## src/sv/tdsrv_pkg.sv

```systemverilog
// Shared types and constants for the row value deframer.
// No dependencies; imported by tdsrv_step and tds_row_value_deframer.
`timescale 1ns / 1ps
`default_nettype none
package tdsrv_pkg;

   localparam int unsigned COL_W      = 5;
   localparam int unsigned COUNT_W    = 6;
   localparam int unsigned LEN_W      = 16;
   localparam int unsigned CLASS_W    = 4;
   localparam int unsigned TABLE_W    = 64;
   localparam int unsigned CSR_IDX_W  = 2;

   localparam logic [LEN_W-1:0] LEN_NULL  = 16'hFFFF;
   localparam logic [LEN_W-1:0] GUID_LEN  = 16'd16;

   // register indexes of the configuration port
   localparam logic [CSR_IDX_W-1:0] CSR_COLUMN_COUNT = 2'd0;
   localparam logic [CSR_IDX_W-1:0] CSR_CLASS_LOW    = 2'd1;
   localparam logic [CSR_IDX_W-1:0] CSR_CLASS_HIGH   = 2'd2;

   // format classes
   localparam logic [CLASS_W-1:0] CLS_FIXED1  = 4'd0;
   localparam logic [CLASS_W-1:0] CLS_FIXED2  = 4'd1;
   localparam logic [CLASS_W-1:0] CLS_FIXED4  = 4'd2;
   localparam logic [CLASS_W-1:0] CLS_FIXED8  = 4'd3;
   localparam logic [CLASS_W-1:0] CLS_PREFIX1 = 4'd4;
   localparam logic [CLASS_W-1:0] CLS_PREFIX2 = 4'd5;
   localparam logic [CLASS_W-1:0] CLS_GUID    = 4'd6;

   typedef enum logic [1:0] {
      KIND_VALUE = 2'd0,
      KIND_NULL  = 2'd1,
      KIND_EMPTY = 2'd2,
      KIND_ERROR = 2'd3
   } kind_type;

   typedef enum logic [2:0] {
      PH_START       = 3'b001,
      PH_PREFIX_HIGH = 3'b010,
      PH_PAYLOAD     = 3'b100
   } phase_type;

   typedef struct packed {
      logic [COL_W-1:0] column;
      phase_type        phase;
      logic [LEN_W-1:0] bytes_left;
      logic [7:0]       prefix_low;
      logic             error;
   } parse_state_type;

   typedef struct packed {
      logic             valid;
      kind_type         kind;
      logic [7:0]       value_byte;
      logic [COL_W-1:0] column_index;
      logic             last_of_value;
      logic             last_of_row;
   } result_type;

endpackage
`default_nettype wire

```

## src/sv/tdsrv_step.sv

```systemverilog
// Per-byte parse step: next parser state and the optional result for one byte.
// Depends on tdsrv_pkg.
`timescale 1ns / 1ps
`default_nettype none
module tdsrv_step
   import tdsrv_pkg::*;
(
   input  wire parse_state_type     cur,
   input  wire logic [7:0]          data_byte,
   input  wire logic [CLASS_W-1:0]  col_class,
   input  wire logic [COUNT_W-1:0]  eff_count,
   output parse_state_type          nxt,
   output result_type               res
);

   logic [COUNT_W-1:0] col_plus_one;
   logic               row_end;
   logic [LEN_W-1:0]   prefix_len;
   logic               finish;
   kind_type           finish_kind;
   logic [7:0]         finish_byte;

   assign col_plus_one = {1'b0, cur.column} + COUNT_W'(1);
   assign row_end      = col_plus_one >= eff_count;
   assign prefix_len   = {data_byte, cur.prefix_low};

   always_comb begin
      nxt         = cur;
      res         = '0;
      res.kind    = KIND_VALUE;
      res.column_index = cur.column;
      finish      = 1'b0;
      finish_kind = KIND_VALUE;
      finish_byte = 8'd0;

      if (!cur.error) begin
         unique case (cur.phase)
            PH_PAYLOAD: begin
               if (cur.bytes_left <= LEN_W'(1)) begin
                  finish      = 1'b1;
                  finish_byte = data_byte;
               end else begin
                  nxt.bytes_left = cur.bytes_left - LEN_W'(1);
                  res.valid      = 1'b1;
                  res.value_byte = data_byte;
               end
            end
            PH_PREFIX_HIGH: begin
               if (prefix_len == LEN_NULL) begin
                  finish      = 1'b1;
                  finish_kind = KIND_NULL;
               end else if (prefix_len == '0) begin
                  finish      = 1'b1;
                  finish_kind = KIND_EMPTY;
               end else begin
                  nxt.phase      = PH_PAYLOAD;
                  nxt.bytes_left = prefix_len;
               end
            end
            default: begin
               // start of column; unused phase codes land here too
               case (col_class) inside
                  CLS_FIXED1: begin
                     finish      = 1'b1;
                     finish_byte = data_byte;
                  end
                  CLS_FIXED2, CLS_FIXED4, CLS_FIXED8: begin
                     nxt.phase      = PH_PAYLOAD;
                     nxt.bytes_left = (LEN_W'(1) << col_class) - LEN_W'(1);
                     res.valid      = 1'b1;
                     res.value_byte = data_byte;
                  end
                  CLS_PREFIX1, CLS_GUID: begin
                     if (data_byte == 8'd0) begin
                        finish      = 1'b1;
                        finish_kind = KIND_NULL;
                     end else begin
                        nxt.phase      = PH_PAYLOAD;
                        nxt.bytes_left = (col_class == CLS_GUID) ? GUID_LEN
                                                                 : LEN_W'(data_byte);
                     end
                  end
                  CLS_PREFIX2: begin
                     nxt.prefix_low = data_byte;
                     nxt.phase      = PH_PREFIX_HIGH;
                  end
                  default: begin
                     // unsupported class: report once, then drop everything
                     res.valid      = 1'b1;
                     res.kind       = KIND_ERROR;
                     nxt.error      = 1'b1;
                     nxt.phase      = PH_START;
                     nxt.bytes_left = '0;
                  end
               endcase
            end
         endcase

         if (finish) begin
            res.valid         = 1'b1;
            res.kind          = finish_kind;
            res.value_byte    = finish_byte;
            res.last_of_value = 1'b1;
            res.last_of_row   = row_end;
            nxt.column        = row_end ? '0 : col_plus_one[COL_W-1:0];
            nxt.phase         = PH_START;
            nxt.bytes_left    = '0;
         end
      end
   end

endmodule
`default_nettype wire

```

## src/sv/tds_row_value_deframer.sv

```systemverilog
// Top level of the row value deframer: configuration registers, parser state,
// result register. Depends on tdsrv_pkg and tdsrv_step.
//
// Usage:
//  - req_ channel: one raw row byte per beat (req_data_byte).
//  - rsp_ channel: at most one result per input byte: a value byte, a null
//    or empty marker, or a single unsupported-class error, each tagged with
//    its column and end-of-value / end-of-row flags. Prefix bytes that do not
//    end a column give no result.
//  - csr_ channel: register writes (0 column count, 1 class table for
//    columns 0..15, 2 class table for columns 16..31); always ready. Write
//    only while the block is idle.
//  - Throughput: one byte per cycle while req_ready is high. Parser state is
//    updated in the accept cycle; a byte's result is on rsp_ in the next cycle.
//  - Stall: the result register holds while rsp_ready is low; req_ready
//    stays high as long as the result register is empty or drains in the
//    same cycle, so a stalled receiver backs up the byte stream by one beat.
//  - Reset: column 0, start of column, error cleared, column count 1,
//    class tables 0, result register empty. Once an unsupported class is
//    seen, bytes are taken and dropped until the next reset.
`timescale 1ns / 1ps
`default_nettype none
module tds_row_value_deframer
   import tdsrv_pkg::*;
#(
   parameter int unsigned MAX_COLUMNS = 32
)
(
   input  wire logic                   clock,
   input  wire logic                   reset,

   input  wire logic                   req_valid,
   output logic                        req_ready,
   input  wire logic [7:0]             req_data_byte,

   output logic                        rsp_valid,
   input  wire logic                   rsp_ready,
   output logic [1:0]                  rsp_kind,
   output logic [7:0]                  rsp_value_byte,
   output logic [COL_W-1:0]            rsp_column_index,
   output logic                        rsp_last_of_value,
   output logic                        rsp_last_of_row,

   input  wire logic                   csr_valid,
   output logic                        csr_ready,
   input  wire logic [CSR_IDX_W-1:0]   csr_index,
   input  wire logic [TABLE_W-1:0]     csr_data
);

   localparam logic [COUNT_W-1:0] MAX_COUNT = COUNT_W'(MAX_COLUMNS);

   logic [COUNT_W-1:0]   count_ff;
   logic [TABLE_W-1:0]   class_low_ff;
   logic [TABLE_W-1:0]   class_high_ff;
   parse_state_type      state_ff, state_in;
   result_type           step_res;
   result_type           rsp_ff;
   logic                 rsp_valid_ff;

   logic                 req_accept;
   logic                 csr_accept;
   logic [COUNT_W-1:0]   eff_count;
   logic [2*TABLE_W-1:0] class_table;
   logic [CLASS_W-1:0]   col_class;

   assign csr_ready  = 1'b1;
   assign csr_accept = csr_valid && csr_ready;
   assign req_ready  = !rsp_valid_ff || rsp_ready;
   assign req_accept = req_valid && req_ready;

   always_comb begin
      eff_count = count_ff;
      if (eff_count == '0) begin
         eff_count = COUNT_W'(1);
      end
      if (eff_count > MAX_COUNT) begin
         eff_count = MAX_COUNT;
      end
   end

   assign class_table = {class_high_ff, class_low_ff};
   assign col_class   = class_table[{state_ff.column, 2'b00} +: CLASS_W];

   tdsrv_step u_step (
      .cur       (state_ff),
      .data_byte (req_data_byte),
      .col_class (col_class),
      .eff_count (eff_count),
      .nxt       (state_in),
      .res       (step_res)
   );

   always_ff @(posedge clock) begin
      if (reset) begin
         count_ff      <= COUNT_W'(1);
         class_low_ff  <= '0;
         class_high_ff <= '0;
      end else if (csr_accept) begin
         unique case (csr_index)
            CSR_COLUMN_COUNT: count_ff      <= csr_data[COUNT_W-1:0];
            CSR_CLASS_LOW:    class_low_ff  <= csr_data;
            CSR_CLASS_HIGH:   class_high_ff <= csr_data;
            default: ;
         endcase
      end
   end

   always_ff @(posedge clock) begin
      if (reset) begin
         state_ff <= '{column: '0, phase: PH_START, bytes_left: '0,
                       prefix_low: '0, error: 1'b0};
      end else if (req_accept) begin
         state_ff <= state_in;
      end
   end

   // result register: load on a producing beat, drop once taken
   always_ff @(posedge clock) begin
      if (reset) begin
         rsp_valid_ff <= 1'b0;
      end else if (req_accept && step_res.valid) begin
         rsp_valid_ff <= 1'b1;
      end else if (rsp_ready) begin
         rsp_valid_ff <= 1'b0;
      end
   end

   always_ff @(posedge clock) begin
      if (req_accept && step_res.valid) begin
         rsp_ff <= step_res;
      end
   end

   assign rsp_valid         = rsp_valid_ff;
   assign rsp_kind          = rsp_ff.kind;
   assign rsp_value_byte    = rsp_ff.value_byte;
   assign rsp_column_index  = rsp_ff.column_index;
   assign rsp_last_of_value = rsp_ff.last_of_value;
   assign rsp_last_of_row   = rsp_ff.last_of_row;

   a_error_sticky : assert property (@(posedge clock) disable iff (reset)
      state_ff.error |=> state_ff.error)
      else $error("error flag cleared without reset");

   a_error_sets_flag : assert property (@(posedge clock) disable iff (reset)
      (req_accept && step_res.valid && step_res.kind == KIND_ERROR) |=> state_ff.error)
      else $error("error result without latched error");

   a_no_result_after_error : assert property (@(posedge clock) disable iff (reset)
      state_ff.error |-> !step_res.valid)
      else $error("result produced after latched error");

   a_payload_nonzero : assert property (@(posedge clock) disable iff (reset)
      (state_ff.phase == PH_PAYLOAD) |-> (state_ff.bytes_left != '0))
      else $error("payload phase with no bytes left");

   a_row_end_ends_value : assert property (@(posedge clock) disable iff (reset)
      (rsp_valid && rsp_last_of_row) |-> rsp_last_of_value)
      else $error("row end without value end");

endmodule
`default_nettype wire
```

## config.mk

```make
export PLATFORM = sky130hd
export DESIGN_NAME = tds_row_value_deframer
export DESIGN_NICKNAME = d
export VERILOG_FILES = /design/src/sv/tdsrv_pkg.sv /design/src/sv/tdsrv_step.sv /design/src/sv/tds_row_value_deframer.sv
export SDC_FILE = /design/constraint.sdc
export NUM_CORES = 1
export LEC_CHECK = 0
export ABC_CLOCK_PERIOD_IN_PS = 3700
export BUFFER_PORTS_ARGS = -buffer_cell sky130_fd_sc_hd__buf_2
export CAP_MARGIN = 40
export CORE_ASPECT_RATIO = 0.6
export CORE_MARGIN = 2
export CORE_UTILIZATION = 47
export CTS_BUF_LIST = sky130_fd_sc_hd__clkbuf_2 sky130_fd_sc_hd__clkbuf_4 sky130_fd_sc_hd__clkbuf_8
export DETAILED_ROUTE_END_ITERATION = 10
export MAX_ROUTING_LAYER = met4
export PLACE_DENSITY = 0.69
export SLEW_MARGIN = 0
export SYNTH_ARGS = -nofsm -noshare
export SYNTH_HDL_FRONTEND = slang
export SYNTH_SLANG_ARGS = --single-unit
```

## constraint.sdc

```tcl
create_clock -name clock -period 3.7 [get_ports clock]
set_input_delay 0 -clock clock [delete_from_list [all_inputs] [get_ports clock]]
set_output_delay 0 -clock clock [all_outputs]
set_load 0.05 [all_outputs]
```

======== Word-level counts from Yosys, hierarchy flattened ========
Index checks and enable logic that the tools add are counted.
W data, S select, Z words.
operators by class
  add/sub/neg operators ................... 3
  order comparisons ....................... 3
  equal/unequal tests ..................... 20
  shifts and indexed selects .............. 2
  multiplexer cells ....................... 62
  bitwise operators ....................... 6
  reductions and logical operators ........ 21
operators with widths
  kind                     count
  $shiftx A128 B8 Y4       1
  $mux W16                 5
  $mux W19                 4
  $mux W8                  6
  $pmux W16 S2             1
  $pmux W8 S2              2
  $mux W2                  12
  $mux W11                 2
  $mux W1                  20
  $eq A16 B16 Y1 const B   1
  $le A16 B1 Y1 const B    1
  $logic_not A16 Y1        1
  $shl A1 B4 Y16 const A   1
  $sub A16 B1 Y16 const B  1
  $sub A16 B2 Y16 const B  1
  $reduce_and A7 Y1        2
  $eq A4 B3 Y1 const B     3
  $mux W6                  2
  $ne A3 B3 Y1 const B     4
  $ne A6 B6 Y1 const B     2
  $mux W3                  3
  $eq A4 B2 Y1 const B     2
  $logic_not A8 Y1         1
  $reduce_and A8 Y1        1
  other kinds (27)         38
storage, ports and cells
  bits in registers ....................... 185
  input bits .............................. 79
  output and inout port bits .............. 20
  word-level logic and storage cells ...... 131

======== Depth between registers and ports, before layout ========
  word-level depth ........................ 12
  depth in mapped cells ................... 16
  mapped depth without buffers ............ 12

======== Hierarchy ========
Synthesis repeated with hierarchy kept, for this count alone.
unflattened totals
  cells, all modules ...................... 1160
  area, all modules ....................... 9635.5 um^2
by module, submodules not included
  module                  instances  cells each  area each (um^2)
  tds_row_value_deframer  1          815         7417.1
  tdsrv_step              1          345         2218.4

======== Worst setup path before layout ========
Ideal clock, no wire load.
  path kind ............................... register to register
  from .................................... register state_ff[29] (netlist name)
  to ...................................... register rsp_ff, in the netlist rsp_column_index[0], enable pin
  library setup time ...................... 0.401 ns
  data arrival time ....................... 3.396 ns
  data required time ...................... 3.299 ns
  slack ................................... -0.098 ns
  cell stages (with the launch flop) ...... 10
  clock period less this slack ............ 3.798 ns
  cells stage by stage .................... dfxtp_1 buf_6 buf_8 mux4_2 mux4_2 mux2_4 o21ai_2 a41oi_1 buf_6 a31oi_1
between the ends
  word-level cells in the longest chain between the ends .. 11
  elaborated cells between the ends (all ways) .. 23
RTL lines
  item                           line                           RTL
  start, declared                tds_row_value_deframer.sv:55   parse_state_type state_ff, state_in;
  start signal, assigned         tds_row_value_deframer.sv:110  state_ff <= '{column: '0, phase: PH_START, bytes_left: '0,
  start signal, assigned         tds_row_value_deframer.sv:113  state_ff <= state_in;
  $shiftx A128 B8 Y4 (*)         tds_row_value_deframer.sv:82   assign col_class = class_table[{state_ff.column, 2'b00} +: CLASS_W];
  $eq A4 B3 Y1 (no source line)  -
  $reduce_or A2 Y1               tdsrv_step.sv:62               case (col_class) inside
  $mux W1 (3 in a row)           tdsrv_step.sv:62
  $pmux W1 S2                    tdsrv_step.sv:37               unique case (cur.phase)
  $mux W1                        tdsrv_step.sv:36               if (!cur.error) begin
  $mux W11 (*)                   tdsrv_step.sv:99               if (finish) begin
  $mux W11 (*)                   tdsrv_step.sv:36
  $logic_and A1 B1 Y1 (*)        tds_row_value_deframer.sv:129  if (req_accept && step_res.valid) begin
  end signal, assigned           tds_row_value_deframer.sv:130  rsp_ff <= step_res;
  end, declared                  tds_row_value_deframer.sv:57   result_type rsp_ff;
Mark *: on every way between the ends. The rest lies on a longest branch, timed or not. The select of a mux whose other input is x is not followed.
A chain may end at the register's enable or synchronous reset.

======== Worst setup path after layout ========
  from .................................... register state_ff[29] (netlist name)
  to ...................................... register state_ff[11] (netlist name)
between the ends
  word-level cells in the longest chain between the ends .. 10
  elaborated cells between the ends (all ways) .. 31
RTL lines
  item                                                         line
  $shiftx A128 B8 Y4 (*)                                       tds_row_value_deframer.sv:82
  $eq A4 B3 Y1 (on tied branches)                              -
  $reduce_or A2 Y1                                             tdsrv_step.sv:62
  $mux W1 (3 in a row)                                         tdsrv_step.sv:62
  $pmux W1 S2                                                  tdsrv_step.sv:37
  $mux W1                                                      tdsrv_step.sv:36
  $ne A6 B6 Y1 (no source line), or another cell as far along  -
  $reduce_and A8 Y1 (no source line)                           -
Marks and branches as above.

==> flow_summary.yaml <==
min_path:
  hp-class: "in2reg"
grt:
  global_route.usage.met3_pct: 6.83
  grt_pass1_wl_mm: 40.1
  grt_antenna_before_repair: 0
  use_met1_pct: 39.1
  gr-total-overflow: 0
  grtUsageMet2_pct: 36.0
  grt_pass1_vias: 7243
  top_usage_layer: "met1"
  grt_max_degree: 85
  track_usage_pct: 26.5
floorplanning:
  die_x_um: 181
  rows: 38
  io_pins: 99
  coreArea_mm2: 0.0182
  start_util_pct: 48.4
  die_h_um: 110
  design.die.area_mm2: 0.0199
setup_path:
  critPathLaunchType: "flip-flop"
  crit_start: "state_ff[29]$_SDFFE_PP0P_"
  cp_max_fo: 22
  reg2reg_slack_ns: 0.29
  r2r_cells: 11
  timing.rr.end: "state_ff[11]$_SDFFE_PP0P_"
  reg2reg_from: "state_ff[29]$_SDFFE_PP0P_"
  crit_path_end_kind: "flip-flop"
  crit_required_ns: 4.14
  crit_end: "state_ff[11]$_SDFFE_PP0P_"
  critical_path_arrival_ns: 3.85
  path_class: "reg2reg"
job:
  cap_violations: 0
yosys:
  synth_area_leaders: "dfxtp_1 38%, nand2_1 12%, a21oi_1 8.5%"
  ys_seq_area_share_pct: 43.9
  synth_edf_count: 17
  synth_fp_nets: 1100
  yosys_warnings: 0
  synth_ff_type: "dfxtp_1"
  synthMostInstantiatedCell: "nand2_1"
  syn_area_per_cell_um2: 8.72
  synthCells: 1011
  netlist_top_cells_count: "291 x nand2_1, 168 x dfxtp_1, 150 x a21oi_1, 49 x nor2_1, 47 x clkbuf_1"
  netlist.area_leader.share_pct: 38.1
  async_reset_ff_share_pct: 0
  synth_area_mm2: 0.00882
  synth_top_area_cell: "dfxtp_1"
  ys_ff_latch: 185
  synthDistinctLibCells: 72
routing:
  route.detailed.drc: 0
  wl_per_cell_um: 17.7
  drt_pass1_iterations: 6
  ant_nets: 0
  via_per_inst: 5.63
  wl_mm: 25.1
  drtIter0Drc: 737
  num_vias: 7972
finish:
  finalNonFillerCells: 1415
  nNetsFinal: 1251
  fin_area_mm2: 0.0108
  fillerInstances: 1565
  fin_util_pct: 59.2
  drive_above_1_share_pct: 17.6
  antennaDiodeCount: 0
  area_growth_pct: 22.4
sta:
  period_share_pct: 92.1
  rsz0062_at_grt: "no"
  clock_skew_ns: 0.0141
  whs_ns: 0.0569
  period_minus_slack_ns: 3.41
  tightest_slew_ns: 0.858
  setup_violations: 0
  fmax_mhz: 294
  relSlewSlack_pct: 42.5
  timing.final.max_slew_violations: 0
  setup_tns_ns: 0
  hold_viol_final: 0
status:
  status: "completed"
placement:
  dp_cells: 1305
  post_dp_cell_area_mm2: 0.00953
  hpwl_mm: 17.0
  gp_congestion: 0.909
  place.port_buffers: 97
clocking:
  worstSkewPairLatency_ns: 0.50
  root_buffer: "clkbuf_8"
  clkSinkCount: 185
  clockBufferDepth: 2
  h-tree-depth: 4
  cts_tree: "built"
  cts_buffers: 17
  post-cts-setup-buffers: 0
  path_clk_slew_ns: 0.10
power_and_ir_drop:
  leakage_nw: 3.98
  p_per_area_mw_per_mm2: 422
  ir_drop_mv: 0.280
-- logic make-up (layout without fill, tap and decap cells) --
| kind of cell | after synthesis | after routing | share of synthesized area (%) |
|---|---|---|---|
| and+or+nand+nor | 425 | 425 | 20.6 |
| buffers and inverters | 77 | 241 | 4.41 |
| adders and majority gates | 10 | 10 | 1.42 |
| other | 1 | 1 | 0.0425 |
| AOI/OAI and AO/OA | 240 | 240 | 16.9 |
| DFF | 185 | 185 | 43.9 |
| xor gates and xnor gates | 13 | 13 | 1.29 |
| muxes | 60 | 60 | 11.4 |
-- per-layer routing --
layer	routed length [um]	part of all wire (%)	up-vias
met5	0	0	-
met4	248	0.99	0
met3	2360	9.4	31
met2	10100	40	351
met1	12400	49	3733
li1	-	-	3857
-- metrics by stage --
stage,setup WS [ns],power (mW)
finish,0.294,4.55
CTS,0.194,4.56
global route,0.0878,4.72
detailed placement,0.221,2.90
floorplan,0.237,2.68
global placement,0.278,2.89
-- critical path, cell delays in order (launching register included) --
cell and delay [ns]:
dfxtp_2 0.37, buf_12 0.19, mux4_2 0.53, mux4_2 0.53, mux2_4 0.35, a31oi_2 0.22, nand2_1 0.08, ha_1 0.25
a2111oi_1 0.28, a311oi_1 0.10, o31ai_1 0.27, a22o_1 0.16
-- registers in the layout, indices dropped and copies added, names as in the netlist --
signal	flops
class_high_ff	64
class_low_ff	64
count_ff	6
rsp_column_index	5
rsp_kind	2
rsp_last_of_row	1
rsp_last_of_value	1
rsp_valid	1
rsp_value_byte	8
state_ff	33
-- layout by cell type, fill, tap and decap left out, drive strengths merged, types with 5 or more instances in the layout --
| cell | count |
|---|---|
| bufinv | 5 |
| nor3 | 7 |
| dlygate4sd3 | 78 |
| mux4 | 30 |
| ha | 10 |
| clkbuf | 19 |
| a32o | 8 |
| xnor2 | 8 |
| and2 | 16 |
| nand4 | 10 |
| a21o | 7 |
| nand3 | 8 |
| a21oi | 152 |
| nor2 | 50 |
| xor2 | 5 |
| inv | 12 |
| dfxtp | 168 |
| edfxtp | 17 |
| a22oi | 10 |
| or4 | 7 |
| nor2b | 8 |
| nand2b | 6 |
| nor4 | 8 |
| o21ai | 17 |
| a31oi | 9 |
| nand2 | 292 |
| buf | 123 |
| mux2i | 29 |
-- what timing repair did --
item / in CTS / in global routing
setup endpoints to repair: 0 / 1
endpoints found under the hold margin: 163 / 0
hold buffers: 78 / 0
resized for setup: 0 / 3
-- power breakdown --
part | internal (mW) | switching [mW] | total (mW)
sequential | 2.12 | 0.0475 | 2.17
combinational | 0.288 | 0.479 | 0.768
clock | 0.838 | 0.783 | 1.62
-- area by class of cell --
class / count / area, um^2 / area share [%]
multi-input combinational: 749 / 4590 / 42.5
sequential: 185 / 3880 / 36.0
timing repair buffer: 201 / 1520 / 14.1
tap: 240 / 300 / 2.78
clock buffer: 19 / 255 / 2.37
clock inverter: 13 / 214 / 1.98
inverter: 8 / 30.0 / 0.278
-- worst min-delay path by stage --
| stage | from | cells past startpoint | slack, ns | end |
|---|---|---|---|---|
| after CTS | csr_valid | 5 | 0.03 | class_low_ff[5]$_SDFFE_PP0P_ |
| after floorplan | csr_data[0] | 1 | 0.12 | count_ff[0]$_SDFFE_PP1P_ |
| after global routing | csr_valid | 5 | 0.08 | class_low_ff[15]$_SDFFE_PP0P_ |
| final | csr_valid | 5 | 0.06 | class_low_ff[7]$_SDFFE_PP0P_ |
| after detailed placement | csr_data[55] | 3 | 0.26 | class_low_ff[55]$_SDFFE_PP0P_ |
| after global placement | csr_data[0] | 2 | 0.25 | count_ff[0]$_SDFFE_PP1P_ |
Power figures use the tool's default switching activity.
